===== config.mk =====
export PLATFORM = sky130hd
export DESIGN_NAME = uart_rx_tx_ring_buffers
export DESIGN_NICKNAME = d
export VERILOG_FILES = /design/src/rtl/core/urb_pkg.sv /design/src/rtl/core/urb_out_pipe.sv /design/src/rtl/core/uart_rx_tx_ring_buffers.sv
export SDC_FILE = /design/constraint.sdc
export NUM_CORES = 2
export LEC_CHECK = 0
export BUFFER_PORTS_ARGS = -buffer_cell sky130_fd_sc_hd__clkbuf_2
export CORE_MARGIN = 4
export CORE_UTILIZATION = 46
export CTS_CLUSTER_DIAMETER = 100
export CTS_CLUSTER_SIZE = 14
export DETAILED_ROUTE_END_ITERATION = 8
export GPL_TIMING_DRIVEN = 0
export RECOVER_POWER = 25
export SYNTH_ARGS = -nofsm -noshare
export SYNTH_HDL_FRONTEND = slang
export SYNTH_SLANG_ARGS = --single-unit

===== constraint.sdc =====
create_clock -name clk -period 3.8 [get_ports clk]
set_input_delay 0.19 -clock clk [delete_from_list [all_inputs] [get_ports clk]]
set_output_delay 0.19 -clock clk [all_outputs]
set_load 0.1 [all_outputs]

===== src/rtl/core/urb_pkg.sv =====
package urb_pkg;

	localparam int RX_DEPTH = 256;
	localparam int TX_DEPTH = 256;
	localparam int READ_MAX = 64;

	localparam int RX_AW  = $clog2(RX_DEPTH);
	localparam int TX_AW  = $clog2(TX_DEPTH);
	localparam int RX_CW  = $clog2(RX_DEPTH + 1);
	localparam int TX_CW  = $clog2(TX_DEPTH + 1);
	localparam int REM_W  = $clog2(READ_MAX + 1);
	localparam int KIND_W = 3;
	localparam int BYTE_W = 8;
	localparam int RLEN_W = 7;
	localparam int RES_W  = 2;
	localparam int LVL_W  = 9;

	typedef enum logic [KIND_W-1:0] {
		KIND_LINE_BYTE = 3'd0,
		KIND_READ_REQ  = 3'd1,
		KIND_WRITE     = 3'd2,
		KIND_TX_READY  = 3'd3,
		KIND_LINE_IDLE = 3'd4
	} kind_t;

	typedef enum logic [RES_W-1:0] {
		RES_TO_SW   = 2'd0,
		RES_TO_LINE = 2'd1,
		RES_ACK     = 2'd2
	} res_kind_t;

	typedef enum logic [1:0] {
		SRC_NONE = 2'd0,
		SRC_RX   = 2'd1,
		SRC_TX   = 2'd2
	} byte_src_t;

	// one result beat before its data byte is resolved
	typedef struct packed {
		res_kind_t          rkind;
		byte_src_t          src;
		logic               last;
		logic               dropped;
		logic               idle;
		logic [LVL_W-1:0]   rx_level;
		logic [LVL_W-1:0]   tx_level;
		logic               tx_en;
	} res_t;

endpackage


===== src/rtl/core/urb_out_pipe.sv =====
module urb_out_pipe (
	input  logic                       clk,
	input  logic                       arst_n,
	input  logic                       load,
	input  urb_pkg::res_t              res,
	input  logic [urb_pkg::BYTE_W-1:0] rx_rdata,
	input  logic [urb_pkg::BYTE_W-1:0] tx_rdata,
	output logic                       slot_free,
	output logic                       out_valid,
	input  logic                       out_stall,
	output logic [urb_pkg::RES_W-1:0]  result_kind,
	output logic [urb_pkg::BYTE_W-1:0] byte_out,
	output logic                       last,
	output logic                       dropped,
	output logic                       line_idle,
	output logic [urb_pkg::LVL_W-1:0]  rx_level,
	output logic [urb_pkg::LVL_W-1:0]  tx_level,
	output logic                       transmit_enable
);

	logic                       res_valid_s1;
	urb_pkg::res_t              res_s1;
	logic                       s1_move;
	logic [urb_pkg::BYTE_W-1:0] byte_sel;
	logic                       out_valid_q;
	urb_pkg::res_t              out_res_q;
	logic [urb_pkg::BYTE_W-1:0] out_byte_q;

	assign s1_move   = res_valid_s1 && (!out_valid_q || !out_stall);
	assign slot_free = !res_valid_s1 || s1_move;

	// memory read data stays put until the next read, which only issues when s1 is empty or moves
	always_comb begin
		case (res_s1.src)
			urb_pkg::SRC_RX: byte_sel = rx_rdata;
			urb_pkg::SRC_TX: byte_sel = tx_rdata;
			default:         byte_sel = '0;
		endcase
	end

	always_ff @(posedge clk or negedge arst_n) begin
		if (!arst_n) begin
			res_valid_s1 <= 1'b0;
			out_valid_q  <= 1'b0;
		end else begin
			if (load)
				res_valid_s1 <= 1'b1;
			else if (s1_move)
				res_valid_s1 <= 1'b0;
			if (s1_move)
				out_valid_q <= 1'b1;
			else if (!out_stall)
				out_valid_q <= 1'b0;
		end
	end

	always_ff @(posedge clk) begin
		if (load)
			res_s1 <= res;
		if (s1_move) begin
			out_res_q  <= res_s1;
			out_byte_q <= byte_sel;
		end
	end

	assign out_valid       = out_valid_q;
	assign result_kind     = out_res_q.rkind;
	assign byte_out        = out_byte_q;
	assign last            = out_res_q.last;
	assign dropped         = out_res_q.dropped;
	assign line_idle       = out_res_q.idle;
	assign rx_level        = out_res_q.rx_level;
	assign tx_level        = out_res_q.tx_level;
	assign transmit_enable = out_res_q.tx_en;

endmodule


===== src/rtl/core/uart_rx_tx_ring_buffers.sv =====
// Channel | Handshake          | Payload
// in      | in_valid/in_stall  | kind, data, read_length
// out     | out_valid/out_stall| result_kind, byte_out, last, dropped, line_idle,
//         |                    | rx_level, tx_level, transmit_enable
//
// Single-result items are taken one per cycle while in_stall is low, via s1 and the output
// register. A read request enters the read state, then issues a byte per free s1 slot, one
// receive memory read each; no other item is taken until its last byte is issued.
// Reset clears pointers, fill counts and the enable flag; memory contents are not cleared.
// A stalled output holds one beat and one more waits behind it before input stalls.
module uart_rx_tx_ring_buffers (
	input  logic                       clk,
	input  logic                       arst_n,
	input  logic                       in_valid,
	output logic                       in_stall,
	input  logic [urb_pkg::KIND_W-1:0] kind,
	input  logic [urb_pkg::BYTE_W-1:0] data,
	input  logic [urb_pkg::RLEN_W-1:0] read_length,
	output logic                       out_valid,
	input  logic                       out_stall,
	output logic [urb_pkg::RES_W-1:0]  result_kind,
	output logic [urb_pkg::BYTE_W-1:0] byte_out,
	output logic                       last,
	output logic                       dropped,
	output logic                       line_idle,
	output logic [urb_pkg::LVL_W-1:0]  rx_level,
	output logic [urb_pkg::LVL_W-1:0]  tx_level,
	output logic                       transmit_enable
);

	typedef enum logic [1:0] {
		ST_IDLE = 2'b01,
		ST_READ = 2'b10
	} state_t;

	state_t                     state_q;
	logic [urb_pkg::RX_AW-1:0]  rx_wr_q;
	logic [urb_pkg::RX_AW-1:0]  rx_rd_q;
	logic [urb_pkg::RX_CW-1:0]  rx_fill_q;
	logic [urb_pkg::TX_AW-1:0]  tx_wr_q;
	logic [urb_pkg::TX_AW-1:0]  tx_rd_q;
	logic [urb_pkg::TX_CW-1:0]  tx_fill_q;
	logic                       tx_en_q;
	logic [urb_pkg::REM_W-1:0]  rem_q;

	logic [urb_pkg::BYTE_W-1:0] rx_mem [urb_pkg::RX_DEPTH];
	logic [urb_pkg::BYTE_W-1:0] tx_mem [urb_pkg::TX_DEPTH];
	logic [urb_pkg::BYTE_W-1:0] rx_rdata_q;
	logic [urb_pkg::BYTE_W-1:0] tx_rdata_q;

	logic                       slot_free;
	logic                       accept;
	logic                       rx_push, rx_pop, tx_push, tx_pop;
	logic                       rx_full, rx_empty, tx_full, tx_empty;
	logic                       start_read;
	logic                       read_last;
	logic [urb_pkg::RLEN_W-1:0] len_sat;
	logic [urb_pkg::RX_CW-1:0]  rx_fill_nx;
	logic [urb_pkg::TX_CW-1:0]  tx_fill_nx;
	logic                       tx_en_nx;
	logic                       load;
	urb_pkg::res_t              res;

	assign rx_full  = (rx_fill_q == urb_pkg::RX_CW'(urb_pkg::RX_DEPTH));
	assign rx_empty = (rx_fill_q == '0);
	assign tx_full  = (tx_fill_q == urb_pkg::TX_CW'(urb_pkg::TX_DEPTH));
	assign tx_empty = (tx_fill_q == '0);

	assign in_stall = !((state_q == ST_IDLE) && slot_free);
	assign accept   = in_valid && !in_stall;

	assign len_sat = (read_length > urb_pkg::RLEN_W'(urb_pkg::READ_MAX)) ?
		urb_pkg::RLEN_W'(urb_pkg::READ_MAX) : read_length;
	assign read_last = (rem_q == urb_pkg::REM_W'(1)) || (rx_fill_q == urb_pkg::RX_CW'(1));

	always_comb begin
		rx_push    = 1'b0;
		rx_pop     = 1'b0;
		tx_push    = 1'b0;
		tx_pop     = 1'b0;
		start_read = 1'b0;
		tx_en_nx   = tx_en_q;
		load       = 1'b0;
		res.rkind   = urb_pkg::RES_ACK;
		res.src     = urb_pkg::SRC_NONE;
		res.last    = 1'b1;
		res.dropped = 1'b0;
		res.idle    = 1'b0;
		if (state_q == ST_READ) begin
			if (slot_free) begin
				rx_pop    = 1'b1;
				load      = 1'b1;
				res.rkind = urb_pkg::RES_TO_SW;
				res.src   = urb_pkg::SRC_RX;
				res.last  = read_last;
			end
		end else if (accept) begin
			load = 1'b1;
			case (kind)
				urb_pkg::KIND_LINE_BYTE: begin
					rx_push     = !rx_full;
					res.dropped = rx_full;
				end
				urb_pkg::KIND_READ_REQ: begin
					// nothing to return: plain acknowledgement
					if (len_sat != '0 && !rx_empty) begin
						start_read = 1'b1;
						load       = 1'b0;
					end
				end
				urb_pkg::KIND_WRITE: begin
					tx_push     = !tx_full;
					res.dropped = tx_full;
					tx_en_nx    = 1'b1;
				end
				urb_pkg::KIND_TX_READY: begin
					if (!tx_empty) begin
						tx_pop    = 1'b1;
						res.rkind = urb_pkg::RES_TO_LINE;
						res.src   = urb_pkg::SRC_TX;
					end else begin
						tx_en_nx = 1'b0;
					end
				end
				urb_pkg::KIND_LINE_IDLE: res.idle = 1'b1;
				default: ;
			endcase
		end
		rx_fill_nx = rx_fill_q + urb_pkg::RX_CW'(rx_push) - urb_pkg::RX_CW'(rx_pop);
		tx_fill_nx = tx_fill_q + urb_pkg::TX_CW'(tx_push) - urb_pkg::TX_CW'(tx_pop);
		res.rx_level = urb_pkg::LVL_W'(rx_fill_nx);
		res.tx_level = urb_pkg::LVL_W'(tx_fill_nx);
		res.tx_en    = tx_en_nx;
	end

	always_ff @(posedge clk or negedge arst_n) begin
		if (!arst_n) begin
			state_q   <= ST_IDLE;
			rx_wr_q   <= '0;
			rx_rd_q   <= '0;
			rx_fill_q <= '0;
			tx_wr_q   <= '0;
			tx_rd_q   <= '0;
			tx_fill_q <= '0;
			tx_en_q   <= 1'b0;
			rem_q     <= '0;
		end else begin
			rx_fill_q <= rx_fill_nx;
			tx_fill_q <= tx_fill_nx;
			tx_en_q   <= tx_en_nx;
			if (rx_push)
				rx_wr_q <= (rx_wr_q == urb_pkg::RX_AW'(urb_pkg::RX_DEPTH - 1)) ? '0 : rx_wr_q + 1'b1;
			if (rx_pop)
				rx_rd_q <= (rx_rd_q == urb_pkg::RX_AW'(urb_pkg::RX_DEPTH - 1)) ? '0 : rx_rd_q + 1'b1;
			if (tx_push)
				tx_wr_q <= (tx_wr_q == urb_pkg::TX_AW'(urb_pkg::TX_DEPTH - 1)) ? '0 : tx_wr_q + 1'b1;
			if (tx_pop)
				tx_rd_q <= (tx_rd_q == urb_pkg::TX_AW'(urb_pkg::TX_DEPTH - 1)) ? '0 : tx_rd_q + 1'b1;
			unique case (state_q)
				ST_IDLE: begin
					if (start_read) begin
						state_q <= ST_READ;
						rem_q   <= urb_pkg::REM_W'(len_sat);
					end
				end
				ST_READ: begin
					if (rx_pop) begin
						rem_q <= rem_q - 1'b1;
						if (read_last)
							state_q <= ST_IDLE;
					end
				end
				default: state_q <= ST_IDLE;
			endcase
		end
	end

	// one item at a time: a write and a read never hit a memory in the same cycle,
	// so a pop issued after a push sees the pushed byte
	always_ff @(posedge clk) begin
		if (rx_push)
			rx_mem[rx_wr_q] <= data;
		if (rx_pop)
			rx_rdata_q <= rx_mem[rx_rd_q];
	end

	always_ff @(posedge clk) begin
		if (tx_push)
			tx_mem[tx_wr_q] <= data;
		if (tx_pop)
			tx_rdata_q <= tx_mem[tx_rd_q];
	end

	urb_out_pipe u_out_pipe (
		.clk             (clk),
		.arst_n          (arst_n),
		.load            (load),
		.res             (res),
		.rx_rdata        (rx_rdata_q),
		.tx_rdata        (tx_rdata_q),
		.slot_free       (slot_free),
		.out_valid       (out_valid),
		.out_stall       (out_stall),
		.result_kind     (result_kind),
		.byte_out        (byte_out),
		.last            (last),
		.dropped         (dropped),
		.line_idle       (line_idle),
		.rx_level        (rx_level),
		.tx_level        (tx_level),
		.transmit_enable (transmit_enable)
	);

`ifndef ASSERT_OFF
	a_fill_bounds: assert property (@(posedge clk) disable iff (!arst_n)
		rx_fill_q <= urb_pkg::RX_CW'(urb_pkg::RX_DEPTH) &&
		tx_fill_q <= urb_pkg::TX_CW'(urb_pkg::TX_DEPTH))
		else $error("ring fill count beyond depth");

	a_read_live: assert property (@(posedge clk) disable iff (!arst_n)
		state_q == ST_READ |-> rem_q != '0 && rx_fill_q != '0)
		else $error("read burst running with nothing left to return");

	a_pop_in_read: assert property (@(posedge clk) disable iff (!arst_n)
		rx_pop |-> state_q == ST_READ && !accept)
		else $error("receive pop outside a read burst");

	a_tx_write_sets_en: assert property (@(posedge clk) disable iff (!arst_n)
		accept && kind == urb_pkg::KIND_WRITE |=> tx_en_q)
		else $error("write beat did not set transmit enable");
`endif

endmodule

After elaboration in Yosys (flattened, before gate mapping). Memory sizes are Yosys's and may differ from the RTL's. A register that Yosys moved wholly into a read port is not among the register bits. Index checks and enable logic that the tools add are counted.

Bits in registers: 120. Memory bits (writable): 4096. Output and inout bits: 34. Logic and storage cells: 136. Memories: 2.

Add/sub/neg operators: 9. Order comparisons: 1. Equal/unequal tests: 20. Mux-type cells: 52. Bitwise logic cells: 1. Reductions and logical operators: 24.

Memories: rx_mem (depth 256, width 8, rd ports 1, clocked after memory_dff 1, wr ports 1, RTL line uart_rx_tx_ring_buffers.sv:46) `logic [urb_pkg::BYTE_W-1:0] rx_mem [urb_pkg::RX_DEPTH];`; tx_mem (depth 256, width 8, rd ports 1, clocked after memory_dff 1, wr ports 1, RTL line uart_rx_tx_ring_buffers.sv:47) `logic [urb_pkg::BYTE_W-1:0] tx_mem [urb_pkg::TX_DEPTH];`.

Operators with widths (count): $add 8x1->8 const B (4); $eq 8x8->1 const B (4); $mux 1 (32); $mux 8 (4); $mux 7 (3); $add 9x1->9 (2); $eq 9x9->1 const B (2); $logic_not 9->1 (2); $sub 9x1->9 (2); $mux 4 (4); $pmux 8 s2 (1); $pmux 7 s2 (1); $eq 9x1->1 const B (1); $eq 7x1->1 const B (1); $gt 7x7->1 const B (1); $logic_not 1->1 (7); $reduce_bool 7->1 (1); $sub 7x1->7 const B (1); $eq 3x2->1 const B (2); $mux 2 (3); $ne 2x2->1 const B (3); $reduce_and 3->1 (2); $mux 5 (1); $eq 2x1->1 const B (2); other kinds (13) (21).

Depth between registers and ports, before layout.
Word-level depth: 10. Mapped depth: 21. Mapped depth without buffers: 20.

Cells and area by module. Synthesis repeated with hierarchy kept, for this count alone.

Cells, all modules: 7582. Area, all modules: 164357.6 µm².

By module, submodules not included: uart_rx_tx_ring_buffers (times used 1, cells each 7495, area each 162389.5 µm², seq. area each 124981.1 µm²); urb_out_pipe (times used 1, cells each 87, area each 1968.1 µm², seq. area each 1791.7 µm²).

Worst setup path after synthesis. No wires, ideal clock.

Path type: register to register. From: register u_out_pipe.out_valid_q, in the netlist u_out_pipe.out_valid. To: register u_out_pipe.res_s1[9] (netlist bit), data pin. Setup time: 0.265 ns. Data arrival time: 3.973 ns. Setup slack: -0.438 ns. Cell stages (with the launch flop): 19. Path buffers: 1. Clock period less this slack: 4.238 ns. Path through: dfrtp_1 nand3_1 nand4b_1 nor2_1 and4b_1 clkbuf_1 ha_1 inv_1 ha_1 inv_1 fa_1 nand2b_1 a21oi_1 o21ai_0 a21oi_1 o21ai_0 a21oi_1 nor2_1 xnor2_1.

RTL lines: start, declared (RTL line urb_out_pipe.sv:25) `logic out_valid_q;`; start signal, assigned (RTL line urb_out_pipe.sv:44) `out_valid_q <= 1'b0;`; start signal, assigned (RTL line urb_out_pipe.sv:51) `out_valid_q <= 1'b1;`; start signal, assigned (RTL line urb_out_pipe.sv:53) `out_valid_q <= 1'b0;`; end signal, assigned (RTL line urb_out_pipe.sv:59) `res_s1 <= res;`; end, declared (RTL line urb_out_pipe.sv:22) `urb_pkg::res_t res_s1;`.

==> out/qor.yml <==
sta:
  fmax_mhz: 246
  tightestPinTransition_ns: 3.71
  finalSetupViolCount: 155
  final.setup_skew_ns: 0.0529
  totalNegativeSetupSlack_ns: -7.18
  timing_max_transition_violations_final: 1513
  slew_headroom_pct: -147
  timing.final.crit_period_ns: 4.06
  final_min_period_over_clock_period_pct: 107
  final_critical_path_setup_slack_ns: -0.261
  hold_viol: 0
  rsz0062_at_grt: "true"
job:
  maximum_capacitance_violations: 15
pwr:
  switching_power_mw: 38.4
  max-vdd-ir-drop_mv: 0.495
  pwr_density_cell_nw_per_um2: 625
  sequential_power_share_pct: 44.2
  power.leakage_nw: 58.4
  power.share.combinational_pct: 27.9
  cell_internal_pwr_mw: 79.5
  power_switching_share_pct: 32.6
  pwr-share-clk_pct: 27.9
floorplanning:
  num_rows: 219
  io_pins: 56
  start_util_pct: 46.3
  die_h_um: 607
  fp.dieW_um: 607
  fp.coreArea_sq_um: 356000
  die-area_sq_um: 368000
cts:
  clk_latency_ns: 1.01
  cts_made_buffers: 341
  clock_tree.htree_level_count: 5
  clkSlewWorstSetupHoldPaths_ns: 0.08
  cts-root-to-sink-buffers: 4
  tritoncts: "yes"
  cts.sink_count: 4231
  clock_root_buffer: "sky130_fd_sc_hd__clkbuf_16"
routing:
  postRouteAntennaNets: 0
  finalWirelength_mm: 633
  post-route-drc-count: 0
  detailedRoute.firstPassIterationCount: 6
  routed_via_density: 6.89
  drt_first_iter_violations: 16787
  route.detailed.wl_per_inst_um: 47.3
  route.vias.total: 92280
synth:
  synth_area_sq_um: 165000
  synth_cell_types: 74
  synthesis.area_per_instance_sq_um: 20.8
  synth_warnings: 0
  synth_enable_flop_cells: 4169
  synthDominantAreaCellType: "sky130_fd_sc_hd__edfxtp_1"
  ffs_latches_synth: 4231
  yosysSeqAreaShare_pct: 76.9
  synth_fp_nets: 7986
  async_flop_share_pct: 1.47
  post_synth_inst_count: 7925
  yosys_most_used_dff: "sky130_fd_sc_hd__edfxtp_1"
  synth_largest_type_area_fraction_pct: 75.9
  synth.area.top_cells: "sky130_fd_sc_hd__edfxtp_1 (76%), sky130_fd_sc_hd__mux4_2 (13%), sky130_fd_sc_hd__mux2i_1 (2.3%)"
min_path:
  worst_hold_path.num_cells: 3
  holdCritPathClass: "input port to flop"
placement:
  port_buffers: 54
  gpl.final_weighted_congestion: 1.07
  place.detailed.hpwl_mm: 410
global_routing:
  grt_pass1_wl_mm: 825
  grt_pass1_vias: 88025
  grt_antenna_before_repair: 22
  grtUsageTotal_pct: 34.0
  grt_start_max_net_pins: 150
  globalRouteOverflowTotal: 0
setup_path:
  crit_path_max_fanout: 10
  cp_slowest_stage_delay_ns: 0.64
  cp_data_arrival_time_ns: 4.80
  critical_path_required_ns: 4.54
  critical_path.most_common_cell: "sky130_fd_sc_hd__clkbuf_1"
  path_buf_inv: 3
  register_to_register_setup_slack_ns: -0.26
  worstSetupPathDepth: 9
  timing.critical_path.cells: "clkbuf_1, nor2b_1, clkbuf_1, nand2_1, clkbuf_2, o221ai_1, a21oi_1, o21a_1, o31ai_2"
  timing.setup.critical_path_class: "flop to flop"
  cpLargestDelayFamily: "buffers and inverters"
  cp_slowest_cell: "sky130_fd_sc_hd__clkbuf_1"
  startpoint_type: "flop"
  worstRegToRegCells: 9
  kind_of_end_point_of_the_critical_path: "flop"
cells_and_area:
  syn_to_final_growth_pct: 14.4
  layout_commonest_cell: "sky130_fd_sc_hd__edfxtp_1"
  filler_cell_count_in_the_final_layout: 27461
  final-seq-area_sq_um: 127000
  final_layout_size_suffix_gt1_share_pct: 29.1
  multi_input_area_sq_um: 38400
  nets: 8602
  layout_common_cells: "sky130_fd_sc_hd__edfxtp_1 (4169), sky130_fd_sc_hd__mux4_2 (981), sky130_fd_sc_hd__clkbuf_16 (349)"
  final_util_pct: 52.9
status:
  outcome: "finished with violations"
  violations_in_the_final_reports: "max-capacitance violations, max-slew violations, negative setup slack"
## metrics by stage
step	power (mW)	setup slack [ns]	hold WS, ns	std cells	area [sq um]
floorplan	66.8	0.00403	-0.106	7925	165000
global placement	82.2	-5.50	0.405	12730	171000
detailed placement	81.9	-2.56	0.167	12782	173000
CTS	116	-0.114	0.0192	13311	187000
global route	119	-0.138	0.123	13386	189000
finish	118	-0.261	0.102	13401	189000
## synthesized netlist by cell type (8+ instances only)
| cell type | n |
|---|---|
| sky130_fd_sc_hd__buf_6 | 16 |
| sky130_fd_sc_hd__nand2b_1 | 21 |
| sky130_fd_sc_hd__o221ai_1 | 61 |
| sky130_fd_sc_hd__o21ai_0 | 138 |
| sky130_fd_sc_hd__a2111oi_0 | 17 |
| sky130_fd_sc_hd__buf_2 | 130 |
| sky130_fd_sc_hd__and2_1 | 13 |
| sky130_fd_sc_hd__o22ai_1 | 72 |
| sky130_fd_sc_hd__a22oi_1 | 34 |
| sky130_fd_sc_hd__mux4_2 | 981 |
| sky130_fd_sc_hd__nor4_1 | 10 |
| sky130_fd_sc_hd__xor2_1 | 8 |
| sky130_fd_sc_hd__xnor2_1 | 22 |
| sky130_fd_sc_hd__dfrtp_1 | 61 |
| sky130_fd_sc_hd__o21a_1 | 9 |
| sky130_fd_sc_hd__inv_1 | 48 |
| sky130_fd_sc_hd__o31ai_1 | 12 |
| sky130_fd_sc_hd__a21oi_1 | 126 |
| sky130_fd_sc_hd__buf_1 | 60 |
| sky130_fd_sc_hd__o211ai_1 | 14 |
| sky130_fd_sc_hd__mux2_2 | 27 |
| sky130_fd_sc_hd__nor2_1 | 626 |
| sky130_fd_sc_hd__nor2b_1 | 33 |
| sky130_fd_sc_hd__clkbuf_1 | 208 |
| sky130_fd_sc_hd__a311oi_1 | 9 |
| sky130_fd_sc_hd__buf_4 | 51 |
| sky130_fd_sc_hd__a31oi_1 | 21 |
| sky130_fd_sc_hd__nand4_1 | 11 |
| sky130_fd_sc_hd__mux2i_1 | 372 |
| sky130_fd_sc_hd__or3_1 | 8 |
| sky130_fd_sc_hd__a221oi_1 | 26 |
| sky130_fd_sc_hd__nand2_1 | 216 |
| sky130_fd_sc_hd__a211oi_1 | 41 |
| sky130_fd_sc_hd__ha_1 | 37 |
| sky130_fd_sc_hd__nor3_1 | 47 |
| sky130_fd_sc_hd__nand3_1 | 64 |
| sky130_fd_sc_hd__edfxtp_1 | 4169 |
## cells by family (layout without fill, tap and decap cells)
kind of cell             count (synthesis)  in the layout  share of synthesized area (%)
XOR/XNOR                                30             30                          0.159
adder cells (fa/ha/maj)                 39             39                          0.305
multiplexers                          1380           1380                           15.8
buffers and inverters                  520           1229                           1.48
other                                    0             16                              0
AO/OA/AOI/OAI                          641            641                           2.58
AND/OR/NAND/NOR                       1084           1084                           2.78
flip-flops                            4231           4231                           76.9
## registers in the layout, summed over array words and instances (netlist names), 2 cells and up
signal	flops
tx_rdata_q	8
u_out_pipe.rx_level	9
rx_rdata_q	8
rx_wr_q	8
rx_fill_q	9
u_out_pipe.res_s1	25
u_out_pipe.tx_level	9
rx_mem	2048
state_q	2
u_out_pipe.byte_out	8
rem_q	7
tx_fill_q	9
tx_rd_q	8
tx_wr_q	8
rx_rd_q	8
tx_mem	2048
u_out_pipe.result_kind	2
## final timing paths
check / start / to
worst max-delay path: rx_rd_q[5]$_DFFE_PN0P_ / rx_rdata_q[4]$_DFFE_PP_
worst min-delay path: out_stall / u_out_pipe.out_valid$_DFFE_PN0P_
worst max register to register: rx_rd_q[5]$_DFFE_PN0P_ / rx_rdata_q[4]$_DFFE_PP_
worst min register to register: u_out_pipe.res_s1[21]$_SDFFCE_PN1P_ / u_out_pipe.last$_DFFE_PP_
max in group asynchronous: arst_n / rx_rd_q[0]$_DFFE_PN0P_
min in group asynchronous: arst_n / rx_fill_q[4]$_DFF_PN0_
## worst register-to-register path, stage by stage (launching register included)
cell and delay (ns):
sky130_fd_sc_hd__dfrtp_1 0.34, sky130_fd_sc_hd__clkbuf_1 0.38, sky130_fd_sc_hd__nor2b_1 0.19, sky130_fd_sc_hd__clkbuf_1 0.64, sky130_fd_sc_hd__nand2_1 0.44, sky130_fd_sc_hd__clkbuf_2 0.50
sky130_fd_sc_hd__o221ai_1 0.55, sky130_fd_sc_hd__a21oi_1 0.16, sky130_fd_sc_hd__o21a_1 0.20, sky130_fd_sc_hd__o31ai_2 0.40
## per-layer routing
metal | part of all wire (%) | up-vias | GRT usage [%]
met3 | 12 | 1967 | 9.60
met5 | 0.012 | - | 0
met2 | 45 | 7700 | 51.7
met4 | 9.4 | 10 | 25.4
li1 | - | 33895 | -
met1 | 33 | 48708 | 41.8
## area by class of cell
class / instances / share of cell area, %
clock buffer: 416 / 4.74
tap: 4751 / 3.15
timing repair buffer: 277 / 1.56
clock inverter: 20 / 0.127
antenna: 16 / 0.0212
inverter: 53 / 0.110
multi-input combinational: 3174 / 20.4
buffer: 463 / 2.72
sequential: 4231 / 67.2
## power by group through the flow
| stage | logic (mW) | clock network (mW) | registers, mW |
|---|---|---|---|
| final | 32.9 | 32.9 | 52.1 |
| after global routing | 32.5 | 34.6 | 52.1 |
| after CTS | 31.1 | 32.7 | 52.1 |
| after detailed placement | 28.8 | 0 | 53.1 |
| after global placement | 28.5 | 0 | 53.6 |
| after floorplan | 13.4 | 0 | 53.4 |
## what timing repair did
| action | 4_1_cts | 5_1_grt |
|---|---|---|
| hold buffers | 30 | 0 |
| setup buffers | 66 | 72 |
| endpoints found under the hold margin | 751 | 0 |
| gates resized for setup | 1359 | 163 |
| setup endpoints to repair | 4065 | 658 |
| cloned | 1 | 2 |
| pin swaps | 48 | 23 |
Power figures use the tool's default switching activity.
